**src/sv/sdt_pkg.sv**
```systemverilog
// Package for the surface damage tracker: sizes, request and status codes,
// the entry record type and the FNV-1a byte fold. Depends on nothing.
`default_nettype none

package sdt_pkg;

  localparam int SURFACES = 16;
  localparam int MAX_DIM = 4096;
  localparam int IDX_W = (SURFACES > 1) ? $clog2(SURFACES) : 1;

  localparam int TYPE_W = 2;
  localparam int ID_W = 4;
  localparam int DIM_W = 13;
  localparam int COLOR_W = 32;
  localparam int STATUS_W = 3;
  localparam int HASH_W = 32;
  localparam int COUNT_W = 32;

  localparam logic [HASH_W-1:0] FNV_BASIS = 32'h811C_9DC5;
  localparam logic [HASH_W-1:0] FNV_PRIME = 32'h0100_0193;

  localparam logic [TYPE_W-1:0] REQ_CREATE = 2'd0;
  localparam logic [TYPE_W-1:0] REQ_DAMAGE = 2'd1;
  localparam logic [TYPE_W-1:0] REQ_PRESENT = 2'd2;

  localparam logic [STATUS_W-1:0] STAT_OK = 3'd0;
  localparam logic [STATUS_W-1:0] STAT_BAD_SIZE = 3'd1;
  localparam logic [STATUS_W-1:0] STAT_FULL = 3'd2;
  localparam logic [STATUS_W-1:0] STAT_BAD_ID = 3'd3;
  localparam logic [STATUS_W-1:0] STAT_OUTSIDE = 3'd4;

  typedef struct packed {
    logic [COLOR_W-1:0] color;
    logic [DIM_W-1:0]   size_w;
    logic [DIM_W-1:0]   size_h;
    logic [DIM_W-1:0]   x0;
    logic [DIM_W-1:0]   y0;
    logic [DIM_W-1:0]   x1;
    logic [DIM_W-1:0]   y1;
  } entry_t;

  // One FNV-1a step: XOR in a byte, then multiply by the prime modulo 2^32.
  function automatic logic [HASH_W-1:0] fold_byte(input logic [HASH_W-1:0] h,
                                                  input logic [7:0] b);
    logic [HASH_W-1:0] mixed;
    mixed = h ^ {24'd0, b};
    return mixed * FNV_PRIME;
  endfunction

endpackage

`default_nettype wire

```
**src/sv/sdt_ifs.sv**
```systemverilog
// Valid/ready channel interfaces for the surface damage tracker: the request
// channel and the response channel. Depends on sdt_pkg.
`default_nettype none

interface sdt_req_if;
  logic                          valid;
  logic                          ready;
  logic [sdt_pkg::TYPE_W-1:0]    req_type;
  logic [sdt_pkg::ID_W-1:0]      surf_id;
  logic [sdt_pkg::DIM_W-1:0]     pos_x;
  logic [sdt_pkg::DIM_W-1:0]     pos_y;
  logic [sdt_pkg::DIM_W-1:0]     width;
  logic [sdt_pkg::DIM_W-1:0]     height;
  logic [sdt_pkg::COLOR_W-1:0]   color;

  modport source (output valid, req_type, surf_id, pos_x, pos_y, width, height, color,
                  input ready);
  modport sink (input valid, req_type, surf_id, pos_x, pos_y, width, height, color,
                output ready);
endinterface

interface sdt_rsp_if;
  logic                          valid;
  logic                          ready;
  logic [sdt_pkg::STATUS_W-1:0]  status;
  logic [sdt_pkg::ID_W-1:0]      new_index;
  logic [sdt_pkg::HASH_W-1:0]    frame_hash;
  logic [sdt_pkg::COUNT_W-1:0]   frame_count;

  modport source (output valid, status, new_index, frame_hash, frame_count,
                  input ready);
  modport sink (input valid, status, new_index, frame_hash, frame_count,
                output ready);
endinterface

`default_nettype wire

```
**src/sv/surface_damage_tracker.sv**
```systemverilog
// Surface damage tracker top level: surface table in a synchronous memory,
// used/dirty flags, request sequencer and response register.
// Depends on sdt_pkg and the interfaces in sdt_ifs.sv.
//
// Usage: requests arrive on the req channel (valid/ready); one response
// transaction per request leaves on the rsp channel. A create takes the
// lowest free entry, a damage request clips and merges a rectangle into an
// entry, and a present hashes all dirty entries in index order and bumps the
// wrapping frame counter that every response reports.
// The block works on one request at a time. An unknown request goes straight
// to the response register; a create passes through the create state; a
// damage request checks the id while the table memory read runs, then merges
// the rectangle (a refused id skips the merge); a present visits every entry
// in index order and, for a dirty one, reads, checks, then runs four FNV
// rounds through one 32x32 multiplier. req.ready is high whenever the sequencer
// is idle, even while a finished response still waits in the output register;
// a stalled receiver holds only the final hand-off of the next response.
// Reset (synchronous, active high) clears the used and dirty flags, the
// frame counter and the handshake state. The record memory is not cleared:
// an entry is always written by its create before it is used.
`default_nettype none

module surface_damage_tracker (
  input  logic            clk,
  input  logic            rst,
  sdt_req_if.sink         req,
  sdt_rsp_if.source       rsp
);

  localparam logic [2:0] S_IDLE  = 3'd0;
  localparam logic [2:0] S_CRT   = 3'd1;
  localparam logic [2:0] S_DCHK  = 3'd2;
  localparam logic [2:0] S_DUPD  = 3'd3;
  localparam logic [2:0] S_PRD   = 3'd4;
  localparam logic [2:0] S_PCHK  = 3'd5;
  localparam logic [2:0] S_PFOLD = 3'd6;
  localparam logic [2:0] S_DONE  = 3'd7;

  // Control state.
  logic [2:0]                          state;
  logic [sdt_pkg::SURFACES-1:0]        used;
  logic [sdt_pkg::SURFACES-1:0]        dirty;
  logic [sdt_pkg::COUNT_W-1:0]         counter;
  logic                                out_valid;

  // Latched request.
  logic [sdt_pkg::TYPE_W-1:0]          op;
  logic [sdt_pkg::ID_W-1:0]            in_id;
  logic [sdt_pkg::DIM_W-1:0]           in_x;
  logic [sdt_pkg::DIM_W-1:0]           in_y;
  logic [sdt_pkg::DIM_W-1:0]           in_w;
  logic [sdt_pkg::DIM_W-1:0]           in_h;
  logic [sdt_pkg::COLOR_W-1:0]         in_color;

  // Working registers and pending result.
  logic [sdt_pkg::IDX_W-1:0]           scan;
  logic [1:0]                          fold_cnt;
  logic [sdt_pkg::HASH_W-1:0]          hash;
  logic [sdt_pkg::COLOR_W-1:0]         fold_word;
  logic [sdt_pkg::STATUS_W-1:0]        res_status;
  logic [sdt_pkg::ID_W-1:0]            res_index;

  // Output register.
  logic [sdt_pkg::STATUS_W-1:0]        out_status;
  logic [sdt_pkg::ID_W-1:0]            out_index;
  logic [sdt_pkg::HASH_W-1:0]          out_hash;
  logic [sdt_pkg::COUNT_W-1:0]         out_count;

  // Surface record memory: one write port, one registered read port.
  sdt_pkg::entry_t                     mem [sdt_pkg::SURFACES];
  sdt_pkg::entry_t                     rd_data;
  sdt_pkg::entry_t                     wr_data;
  logic [sdt_pkg::IDX_W-1:0]           rd_addr;
  logic [sdt_pkg::IDX_W-1:0]           wr_addr;
  logic                                wr_en;

  // Combinational helpers.
  logic                                free_found;
  logic [sdt_pkg::IDX_W-1:0]           free_idx;
  logic [sdt_pkg::IDX_W-1:0]           id_idx;
  logic                                id_ok;
  logic                                size_bad;
  logic                                scan_last;
  logic                                out_free;
  logic [sdt_pkg::DIM_W:0]             ex_sum;
  logic [sdt_pkg::DIM_W:0]             ey_sum;
  logic [sdt_pkg::DIM_W-1:0]           ex;
  logic [sdt_pkg::DIM_W-1:0]           ey;
  logic [sdt_pkg::COLOR_W-1:0]         dmg_w;
  logic [sdt_pkg::COLOR_W-1:0]         dmg_h;

  assign req.ready       = (state == S_IDLE);
  assign rsp.valid       = out_valid;
  assign rsp.status      = out_status;
  assign rsp.new_index   = out_index;
  assign rsp.frame_hash  = out_hash;
  assign rsp.frame_count = out_count;

  assign out_free  = !out_valid || rsp.ready;
  assign id_idx    = sdt_pkg::IDX_W'(in_id);
  assign id_ok     = (int'(in_id) < sdt_pkg::SURFACES) && used[id_idx];
  assign size_bad  = (in_w == '0) || (in_h == '0) ||
                     (int'(in_w) > sdt_pkg::MAX_DIM) || (int'(in_h) > sdt_pkg::MAX_DIM);
  assign scan_last = (scan == sdt_pkg::IDX_W'(sdt_pkg::SURFACES - 1));
  assign rd_addr   = (state == S_DCHK) ? id_idx : scan;

  // Lowest free entry.
  always_comb begin
    free_found = 1'b0;
    free_idx   = '0;
    for (int i = sdt_pkg::SURFACES - 1; i >= 0; i--) begin
      if (!used[i]) begin
        free_found = 1'b1;
        free_idx   = sdt_pkg::IDX_W'(i);
      end
    end
  end

  // Damage clipping against the surface read from the table.
  always_comb begin
    ex_sum = {1'b0, in_x} + {1'b0, in_w};
    ey_sum = {1'b0, in_y} + {1'b0, in_h};
    ex = (ex_sum > {1'b0, rd_data.size_w}) ? rd_data.size_w : ex_sum[sdt_pkg::DIM_W-1:0];
    ey = (ey_sum > {1'b0, rd_data.size_h}) ? rd_data.size_h : ey_sum[sdt_pkg::DIM_W-1:0];
  end

  // Damage extents of the entry being hashed, as 32-bit differences.
  assign dmg_w = sdt_pkg::COLOR_W'(rd_data.x1) - sdt_pkg::COLOR_W'(rd_data.x0);
  assign dmg_h = sdt_pkg::COLOR_W'(rd_data.y1) - sdt_pkg::COLOR_W'(rd_data.y0);

  // Write port of the record memory.
  always_comb begin
    wr_en   = 1'b0;
    wr_addr = free_idx;
    wr_data = rd_data;
    case (state)
      S_CRT: begin
        wr_en          = !size_bad && free_found;
        wr_addr        = free_idx;
        wr_data.color  = in_color;
        wr_data.size_w = in_w;
        wr_data.size_h = in_h;
        wr_data.x0     = '0;
        wr_data.y0     = '0;
        wr_data.x1     = in_w;
        wr_data.y1     = in_h;
      end
      S_DUPD: begin
        wr_en   = (in_x < rd_data.size_w) && (in_y < rd_data.size_h);
        wr_addr = id_idx;
        if (!dirty[id_idx]) begin
          wr_data.x0 = in_x;
          wr_data.y0 = in_y;
          wr_data.x1 = ex;
          wr_data.y1 = ey;
        end else begin
          wr_data.x0 = (in_x < rd_data.x0) ? in_x : rd_data.x0;
          wr_data.y0 = (in_y < rd_data.y0) ? in_y : rd_data.y0;
          wr_data.x1 = (ex > rd_data.x1) ? ex : rd_data.x1;
          wr_data.y1 = (ey > rd_data.y1) ? ey : rd_data.y1;
        end
      end
      default: begin
        wr_en = 1'b0;
      end
    endcase
  end

  always_ff @(posedge clk) begin
    if (wr_en) begin
      mem[wr_addr] <= wr_data;
    end
    rd_data <= mem[rd_addr];
  end

  // Request sequencer.
  always_ff @(posedge clk) begin
    if (rst) begin
      state     <= S_IDLE;
      used      <= '0;
      dirty     <= '0;
      counter   <= '0;
      out_valid <= 1'b0;
    end else begin
      // In S_DONE the output register is refilled in the same cycle it drains.
      if (out_valid && rsp.ready && (state != S_DONE)) begin
        out_valid <= 1'b0;
      end
      case (state)
        S_IDLE: begin
          if (req.valid) begin
            op         <= req.req_type;
            in_id      <= req.surf_id;
            in_x       <= req.pos_x;
            in_y       <= req.pos_y;
            in_w       <= req.width;
            in_h       <= req.height;
            in_color   <= req.color;
            res_status <= sdt_pkg::STAT_OK;
            res_index  <= '0;
            scan       <= '0;
            hash       <= sdt_pkg::FNV_BASIS;
            case (req.req_type)
              sdt_pkg::REQ_CREATE:  state <= S_CRT;
              sdt_pkg::REQ_DAMAGE:  state <= S_DCHK;
              sdt_pkg::REQ_PRESENT: state <= S_PRD;
              default:              state <= S_DONE;
            endcase
          end
        end
        S_CRT: begin
          if (size_bad) begin
            res_status <= sdt_pkg::STAT_BAD_SIZE;
          end else if (!free_found) begin
            res_status <= sdt_pkg::STAT_FULL;
          end else begin
            used[free_idx]  <= 1'b1;
            dirty[free_idx] <= 1'b1;
            res_index       <= sdt_pkg::ID_W'(free_idx);
          end
          state <= S_DONE;
        end
        S_DCHK: begin
          if (!id_ok) begin
            res_status <= sdt_pkg::STAT_BAD_ID;
            state      <= S_DONE;
          end else begin
            state <= S_DUPD;
          end
        end
        S_DUPD: begin
          if (wr_en) begin
            dirty[id_idx] <= 1'b1;
          end else begin
            res_status <= sdt_pkg::STAT_OUTSIDE;
          end
          state <= S_DONE;
        end
        S_PRD: begin
          if (used[scan] && dirty[scan]) begin
            state <= S_PCHK;
          end else if (scan_last) begin
            counter <= counter + 1'b1;
            state   <= S_DONE;
          end else begin
            scan <= scan + 1'b1;
          end
        end
        S_PCHK: begin
          fold_word <= rd_data.color ^ dmg_w ^ dmg_h;
          fold_cnt  <= '0;
          state     <= S_PFOLD;
        end
        S_PFOLD: begin
          hash      <= sdt_pkg::fold_byte(hash, fold_word[7:0]);
          fold_word <= fold_word >> 8;
          fold_cnt  <= fold_cnt + 1'b1;
          if (fold_cnt == 2'd3) begin
            dirty[scan] <= 1'b0;
            if (scan_last) begin
              counter <= counter + 1'b1;
              state   <= S_DONE;
            end else begin
              scan  <= scan + 1'b1;
              state <= S_PRD;
            end
          end
        end
        S_DONE: begin
          if (out_free) begin
            out_valid  <= 1'b1;
            out_status <= res_status;
            out_index  <= res_index;
            out_hash   <= (op == sdt_pkg::REQ_PRESENT) ? hash : '0;
            out_count  <= counter;
            state      <= S_IDLE;
          end
        end
        default: begin
          state <= S_IDLE;
        end
      endcase
    end
  end

`ifndef SYNTHESIS
  a_dirty_needs_used: assert property (@(posedge clk) disable iff (rst)
    (dirty & ~used) == '0)
    else $error("dirty flag set on an unused entry");

  a_used_never_cleared: assert property (@(posedge clk) disable iff (rst)
    1'b1 |=> ((used & $past(used)) == $past(used)))
    else $error("used flag cleared");

  a_create_takes_one: assert property (@(posedge clk) disable iff (rst)
    (state == S_CRT) |=> ($countones(used) <= $countones($past(used)) + 1))
    else $error("create took more than one entry");

  a_present_leaves_clean: assert property (@(posedge clk) disable iff (rst)
    ((state == S_DONE) && ($past(state) == S_PRD || $past(state) == S_PFOLD))
      |-> (dirty == '0))
    else $error("present finished with dirty entries");
`endif

endmodule

`default_nettype wire

```
**src/flat_wrapper.sv**
```systemverilog
// flat-port wrapper written by rule: the top's interface ports become plain ports
module surface_damage_tracker_flat 
  (clk, rst, req_valid, req_req_type, req_surf_id, req_pos_x, req_pos_y, req_width, req_height, req_color, req_ready, rsp_valid, rsp_status, rsp_new_index, rsp_frame_hash, rsp_frame_count, rsp_ready);
  sdt_req_if req_i ();
  sdt_rsp_if rsp_i ();
  input  logic clk;
  input  logic rst;
  input wire logic [$bits(req_i.valid)-1:0] req_valid;
  input wire logic [$bits(req_i.req_type)-1:0] req_req_type;
  input wire logic [$bits(req_i.surf_id)-1:0] req_surf_id;
  input wire logic [$bits(req_i.pos_x)-1:0] req_pos_x;
  input wire logic [$bits(req_i.pos_y)-1:0] req_pos_y;
  input wire logic [$bits(req_i.width)-1:0] req_width;
  input wire logic [$bits(req_i.height)-1:0] req_height;
  input wire logic [$bits(req_i.color)-1:0] req_color;
  output wire logic [$bits(req_i.ready)-1:0] req_ready;
  output wire logic [$bits(rsp_i.valid)-1:0] rsp_valid;
  output wire logic [$bits(rsp_i.status)-1:0] rsp_status;
  output wire logic [$bits(rsp_i.new_index)-1:0] rsp_new_index;
  output wire logic [$bits(rsp_i.frame_hash)-1:0] rsp_frame_hash;
  output wire logic [$bits(rsp_i.frame_count)-1:0] rsp_frame_count;
  input wire logic [$bits(rsp_i.ready)-1:0] rsp_ready;
  assign req_i.valid = req_valid;
  assign req_i.req_type = req_req_type;
  assign req_i.surf_id = req_surf_id;
  assign req_i.pos_x = req_pos_x;
  assign req_i.pos_y = req_pos_y;
  assign req_i.width = req_width;
  assign req_i.height = req_height;
  assign req_i.color = req_color;
  assign req_ready = req_i.ready;
  assign rsp_valid = rsp_i.valid;
  assign rsp_status = rsp_i.status;
  assign rsp_new_index = rsp_i.new_index;
  assign rsp_frame_hash = rsp_i.frame_hash;
  assign rsp_frame_count = rsp_i.frame_count;
  assign rsp_i.ready = rsp_ready;
  surface_damage_tracker u_core (.clk(clk), .rst(rst), .req(req_i), .rsp(rsp_i));
endmodule
```
**config.mk**
```make
export PLATFORM = sky130hd
export DESIGN_NAME = surface_damage_tracker_flat
export DESIGN_NICKNAME = d
export VERILOG_FILES = /design/src/sv/sdt_pkg.sv /design/src/sv/sdt_ifs.sv /design/src/sv/surface_damage_tracker.sv /design/src/flat_wrapper.sv
export SDC_FILE = /design/constraint.sdc
export NUM_CORES = 2
export LEC_CHECK = 0
export BUFFER_PORTS_ARGS = -buffer_cell sky130_fd_sc_hd__buf_4
export CAP_MARGIN = 20
export CORE_MARGIN = 8
export CORE_UTILIZATION = 60
export CTS_CLUSTER_DIAMETER = 100
export DETAILED_ROUTE_END_ITERATION = 6
export HOLD_SLACK_MARGIN = 0.12
export PLACE_DENSITY = 0.88
export SYNTH_ARGS = -nofsm -noshare
export SYNTH_HDL_FRONTEND = slang
export SYNTH_SLANG_ARGS = --single-unit
```
**constraint.sdc**
```tcl
create_clock -name clk -period 18 [get_ports clk]
set_input_delay 2.7 -clock clk [delete_from_list [all_inputs] [get_ports clk]]
set_output_delay 2.7 -clock clk [all_outputs]
set_load 0.03 [all_outputs]
```
* Yosys cells after proc, flatten, opt, wreduce, memory -nomap -nowiden
Memories as Yosys holds them, arrays and structs flattened. A register that Yosys moved wholly into a read port is not among the register bits. Index checks and enable logic that the tools add are counted.
Storage, ports and cells: register bits 306, RAM bits 1760, logic and storage cells 217, memories kept 1
Cells by class: $add $sub $neg 7, $mul 1, magnitude comparators 16, equal/unequal tests 24, muxes and demuxes 99, bitwise operators 10, reduce and logical (&&, ||, !) cells 37
Memories:
- u_core.mem | depth 16, width 110, rd ports 1, clocked after Yosys merged registers in 1, wr ports 1, line surface_damage_tracker.sv:70 | sdt_pkg::entry_t mem [sdt_pkg::SURFACES];
Operator list (number):
- $pmux 32 s2 | 3
- $mux 32 | 4
- $pmux 52 s2 | 1
- $mux 4 | 24
- $mux 13 | 6
- $mux 16 | 4
- $xor 32x32->32 | 2
- $mux 58 | 1
- $lt 13x13->1 | 4
- $mux 52 | 1
- $or 16x16->16 | 3
- $pmux 16 s3 | 1
- $mux 3 | 11
- $add 32x1->32 const B | 1
- $mul 32x25->32 const B | 1
- $xor 32x8->32 | 1
- $add 13x13->14 | 2
- $gt 14x13->1 | 2
- $mux 1 | 28
- $sub 13x13->14 | 2
- $gt 13x13->1 | 2
- $gt 13x13->1 const B | 2
- $logic_not 13->1 | 2
- $pmux 3 s7 | 1
- other kinds (40) | 85

* Longest topological paths before layout
word-level depth 24, mapped depth 29, depth with buffers taken out 28

* Worst setup path after synthesis
OpenSTA, ideal clock, no wires.
path type register to register, start register u_core.in_y[1] (netlist bit), end memory u_core.mem[10][0] (netlist bit), enable pin, data arrival time 12.638 ns, required time 17.151 ns, setup slack 4.513 ns, stages on the path, launching flop included 10, period minus slack after synthesis 13.487 ns, cells stage by stage edfxtp_1 -> ha_1 -> a21o_1 -> a21oi_1 -> o21ai_0 -> a41o_1 -> a2111oi_1 -> nor2_1 -> buf_2 -> nor4_1
On the way: word-level cells in the longest chain between the ends 5
RTL lines:
- start: declaration | line surface_damage_tracker.sv:50 | logic [sdt_pkg::DIM_W-1:0] in_y;
- start signal: assignment | line surface_damage_tracker.sv:195 | in_y <= req.pos_y;
- $lt 13x13->1 | line surface_damage_tracker.sv:149 | wr_en = (in_x < rd_data.size_w) && (in_y < rd_data.size_h);
- $logic_and 1x1->1 | line surface_damage_tracker.sv:149
- $pmux 1 s2 | line surface_damage_tracker.sv:136 | case (state)
- $mux 1 | line surface_damage_tracker.sv:170 | if (wr_en) begin
- $mux 1 (not written as such) | line surface_damage_tracker.sv:171 | mem[wr_addr] <= wr_data;
- end: declaration | line surface_damage_tracker.sv:70
No other way between the ends.

==> impl_metrics.env <==
export IMPL_grt_start_max_net_pins=158
export IMPL_synth_area_um2=93700
export IMPL_violations="DRC"
export IMPL_die_w_um=411
export IMPL_finalWirelength_um=250000
export IMPL_synthFlopType="edfxtp_1"
export IMPL_arrival_ns=7.94
export IMPL_drc=1
export IMPL_crit_type="reg2reg"
export IMPL_ys_seq_area_share_pct=67.8
export IMPL_synth_top_family_by_area="multiplexers"
export IMPL_required_ns=18.48
export IMPL_timing_fmax_mhz=134
export IMPL_netlist_top_cells_area="edfxtp_1, mux4_2, ha_1"
export IMPL_maxSlewViolCount=0
export IMPL_setup_viol=0
export IMPL_cp_max_fo=16
export IMPL_grt_antenna_before_repair=17
export IMPL_muxShareOfSynthArea_pct=11.3
export IMPL_async_flop_share_pct=0
export IMPL_cts_root_buf="clkbuf_16"
export IMPL_synth_top_area_share_pct=64.0
export IMPL_synth_xor_area_share_pct=1.45
export IMPL_synth_edf_count=1998
export IMPL_num_io_pins=167
export IMPL_nFillCells=9433
export IMPL_syn_inst=5627
export IMPL_maxCapViolations=0
export IMPL_drive_above_1_share_pct=18.3
export IMPL_fp_dieH_um=411
export IMPL_rsz0062_at_grt="no"
export IMPL_areaGrowthSynthToFinish_pct=11.6
export IMPL_grt_pass1_vias=55900
export IMPL_post_cts_resized=0
export IMPL_dr_pass1_iters=7
export IMPL_yosys_area_share_simple_pct=5.45
export IMPL_antenna_left=0
export IMPL_fin_tns_setup_ns=0
export IMPL_hold_buffers=0
export IMPL_synth_nets=6146
export IMPL_synth_compound_area_share_pct=5.09
export IMPL_critPathLaunchType="flop"
export IMPL_endpoint_kind="flop"
export IMPL_fin_crit_sh_pct=41.4
export IMPL_grt_overflow_total=0
export IMPL_drtIter0Drc=8820
export IMPL_clk_pin_slew_ns=0.06
export IMPL_run_status="finished, violations left"
export IMPL_coreArea_um2=156000
export IMPL_vias=55200
export IMPL_routedWlPerCell_um=30.9
export IMPL_placementRows=145
export IMPL_ys_seq_elements=2176
export IMPL_io_buffers=166
export IMPL_routabilityCongestion=0.935
export IMPL_min_path_type="reg2reg"
export IMPL_hpwlAfterDp_um=133000
export IMPL_numCtsBuffers=202
export IMPL_track_usage_pct=29.0
export IMPL_synthDistinctLibCells=82
export IMPL_nets=6363
export IMPL_start_util_pct=60.2
export IMPL_synth_fa_ha_area_share_pct=6.30
export IMPL_grt_pass1_wl_um=363000
export IMPL_clk_latency_ns=0.89
export IMPL_post_cts_buffers=0
export IMPL_yosys_warnings=0
export IMPL_cts_sinks=2176
export IMPL_clockBufferDepth=3
export IMPL_vias_per_cell=6.82
export IMPL_synth_top_area_cell="edfxtp_1"
export IMPL_worst_slew_pin_transition_ns=1.29
export IMPL_syn_area_per_cell_um2=16.6
export IMPL_cts_tree="built"
export IMPL_final_cell_mix="edfxtp_1, nand2_1, mux4_2"
export IMPL_maxSlewHeadroom_pct=14.1
export IMPL_fin_crit_ns=7.46
export IMPL_final_hold_violation_count=0
export IMPL_final_common_cell="edfxtp_1"
export IMPL_dieArea_um2=169000
export IMPL_clock_skew_ns=0.0703
export IMPL_htree_levels=4
[logic make-up (layout without fill, tap and decap cells)]
logic type                 count (synthesis)  in the layout
DFF                                     2176           2176
and+or+nand+nor                         1090           1090
AOI/OAI and AO/OA                        702            702
buffers and inverters                    592            986
muxes                                    489            489
adders and majority gates                425            425
xor gates and xnor gates                 153            153
other                                      0             15
[critical path: stages (launching register included)]
cell and delay, ns:
edfxtp_1 0.49, ha_1 0.33, a21oi_1 0.09, nand4b_1 0.26, a311o_1 0.43, and4b_1 0.20, nor3_1 0.27, ha_1 0.32
a211oi_1 0.25, o21ai_0 0.12, a221oi_1 0.24, o21bai_1 0.11, a211o_1 0.57, mux2_2 0.39, ha_1 0.31, a21o_1 0.19
a21o_1 0.17, a2111oi_0 0.47, o21ai_0 0.33, o21ai_0 0.39, a21o_1 0.50, nand2_1 0.12, o211ai_1 0.54
[path summary, 6_finish.rpt]
kind	from	end	slack [ns]	depth (start not counted)
hold reg to reg	u_core.res_index[0]	u_core.rsp.new_index[0]	0.43	0
setup / recovery	u_core.in_y[1]	u_core.mem[8][0]	10.54	22
hold / removal	u_core.res_index[0]	u_core.rsp.new_index[0]	0.43	0
setup reg to reg	u_core.in_y[1]	u_core.mem[8][0]	10.54	22
[registers in the layout, summed over array words and instances, names as in the netlist, 32 cells and up]
register,count
u_core.counter,32
u_core.rd_data,110
u_core.rsp.frame_count,32
u_core.hash,32
u_core.fold_word,32
u_core.mem,1760
u_core.rsp.frame_hash,32
u_core.in_color,32
[layer usage]
metal | global-route usage, % | share of wire (%) | up-vias
li1 | - | - | 22300
met1 | 37.7 | 35 | 27600
met2 | 46.4 | 47 | 4468
met3 | 7.19 | 13 | 840
met4 | 14.0 | 5.3 | 2
met5 | 0 | 0.0044 | -
[stage by stage]
step	instances	hold WS, ns	util, %	setup slack (ns)	area [um^2]
floorplan	5627	0.400	-	4.51	93700
global placement	7674	0.408	62.6	11.02	97400
detailed placement	7674	0.405	62.6	10.83	97400
CTS	8055	0.425	67.0	10.78	104000
global route	8089	0.445	67.1	10.08	105000
finish	8094	0.426	67.1	10.54	105000
[cells in the mapped netlist, drive strengths merged, types with 6 or more instances]
library cell and number:
or3 19, nor3 52, xnor2 112, o221ai 28, a211oi 124, a221o 13
nand2 494, and3 31, nand4 35, mux2i 10, a22oi 10, nand2b 20
o211ai 17, dfxtp 178, o2111ai 19, inv 336, clkbuf 152, a21oi 108
edfxtp 1998, ha 347, o21ai 101, nand3 79, o31ai 14, nor2b 23
o21a 31, a31oi 124, mux2 25, nor2 148, and2 146, buf 102
and4 6, xor2 41, a21o 54, nor4 19, o21bai 6, mux4 454
fa 78
[layout make-up]
cell class              count  area (um^2)  area share, %
repair buffers            267         2250           2.16
diodes                     15         37.5         0.0359
inverters                 338         1270           1.21
well taps                2058         2570           2.46
clock inverters           105         1270           1.21
flip-flops and latches   2176        63600           60.8
clock buffers             276         5580           5.34
multi-input cells        2859        28000           26.8
Power is left out: the tool's default activity adds up to more than one toggle a clock period on the data nets, which glitch-free logic cannot reach.
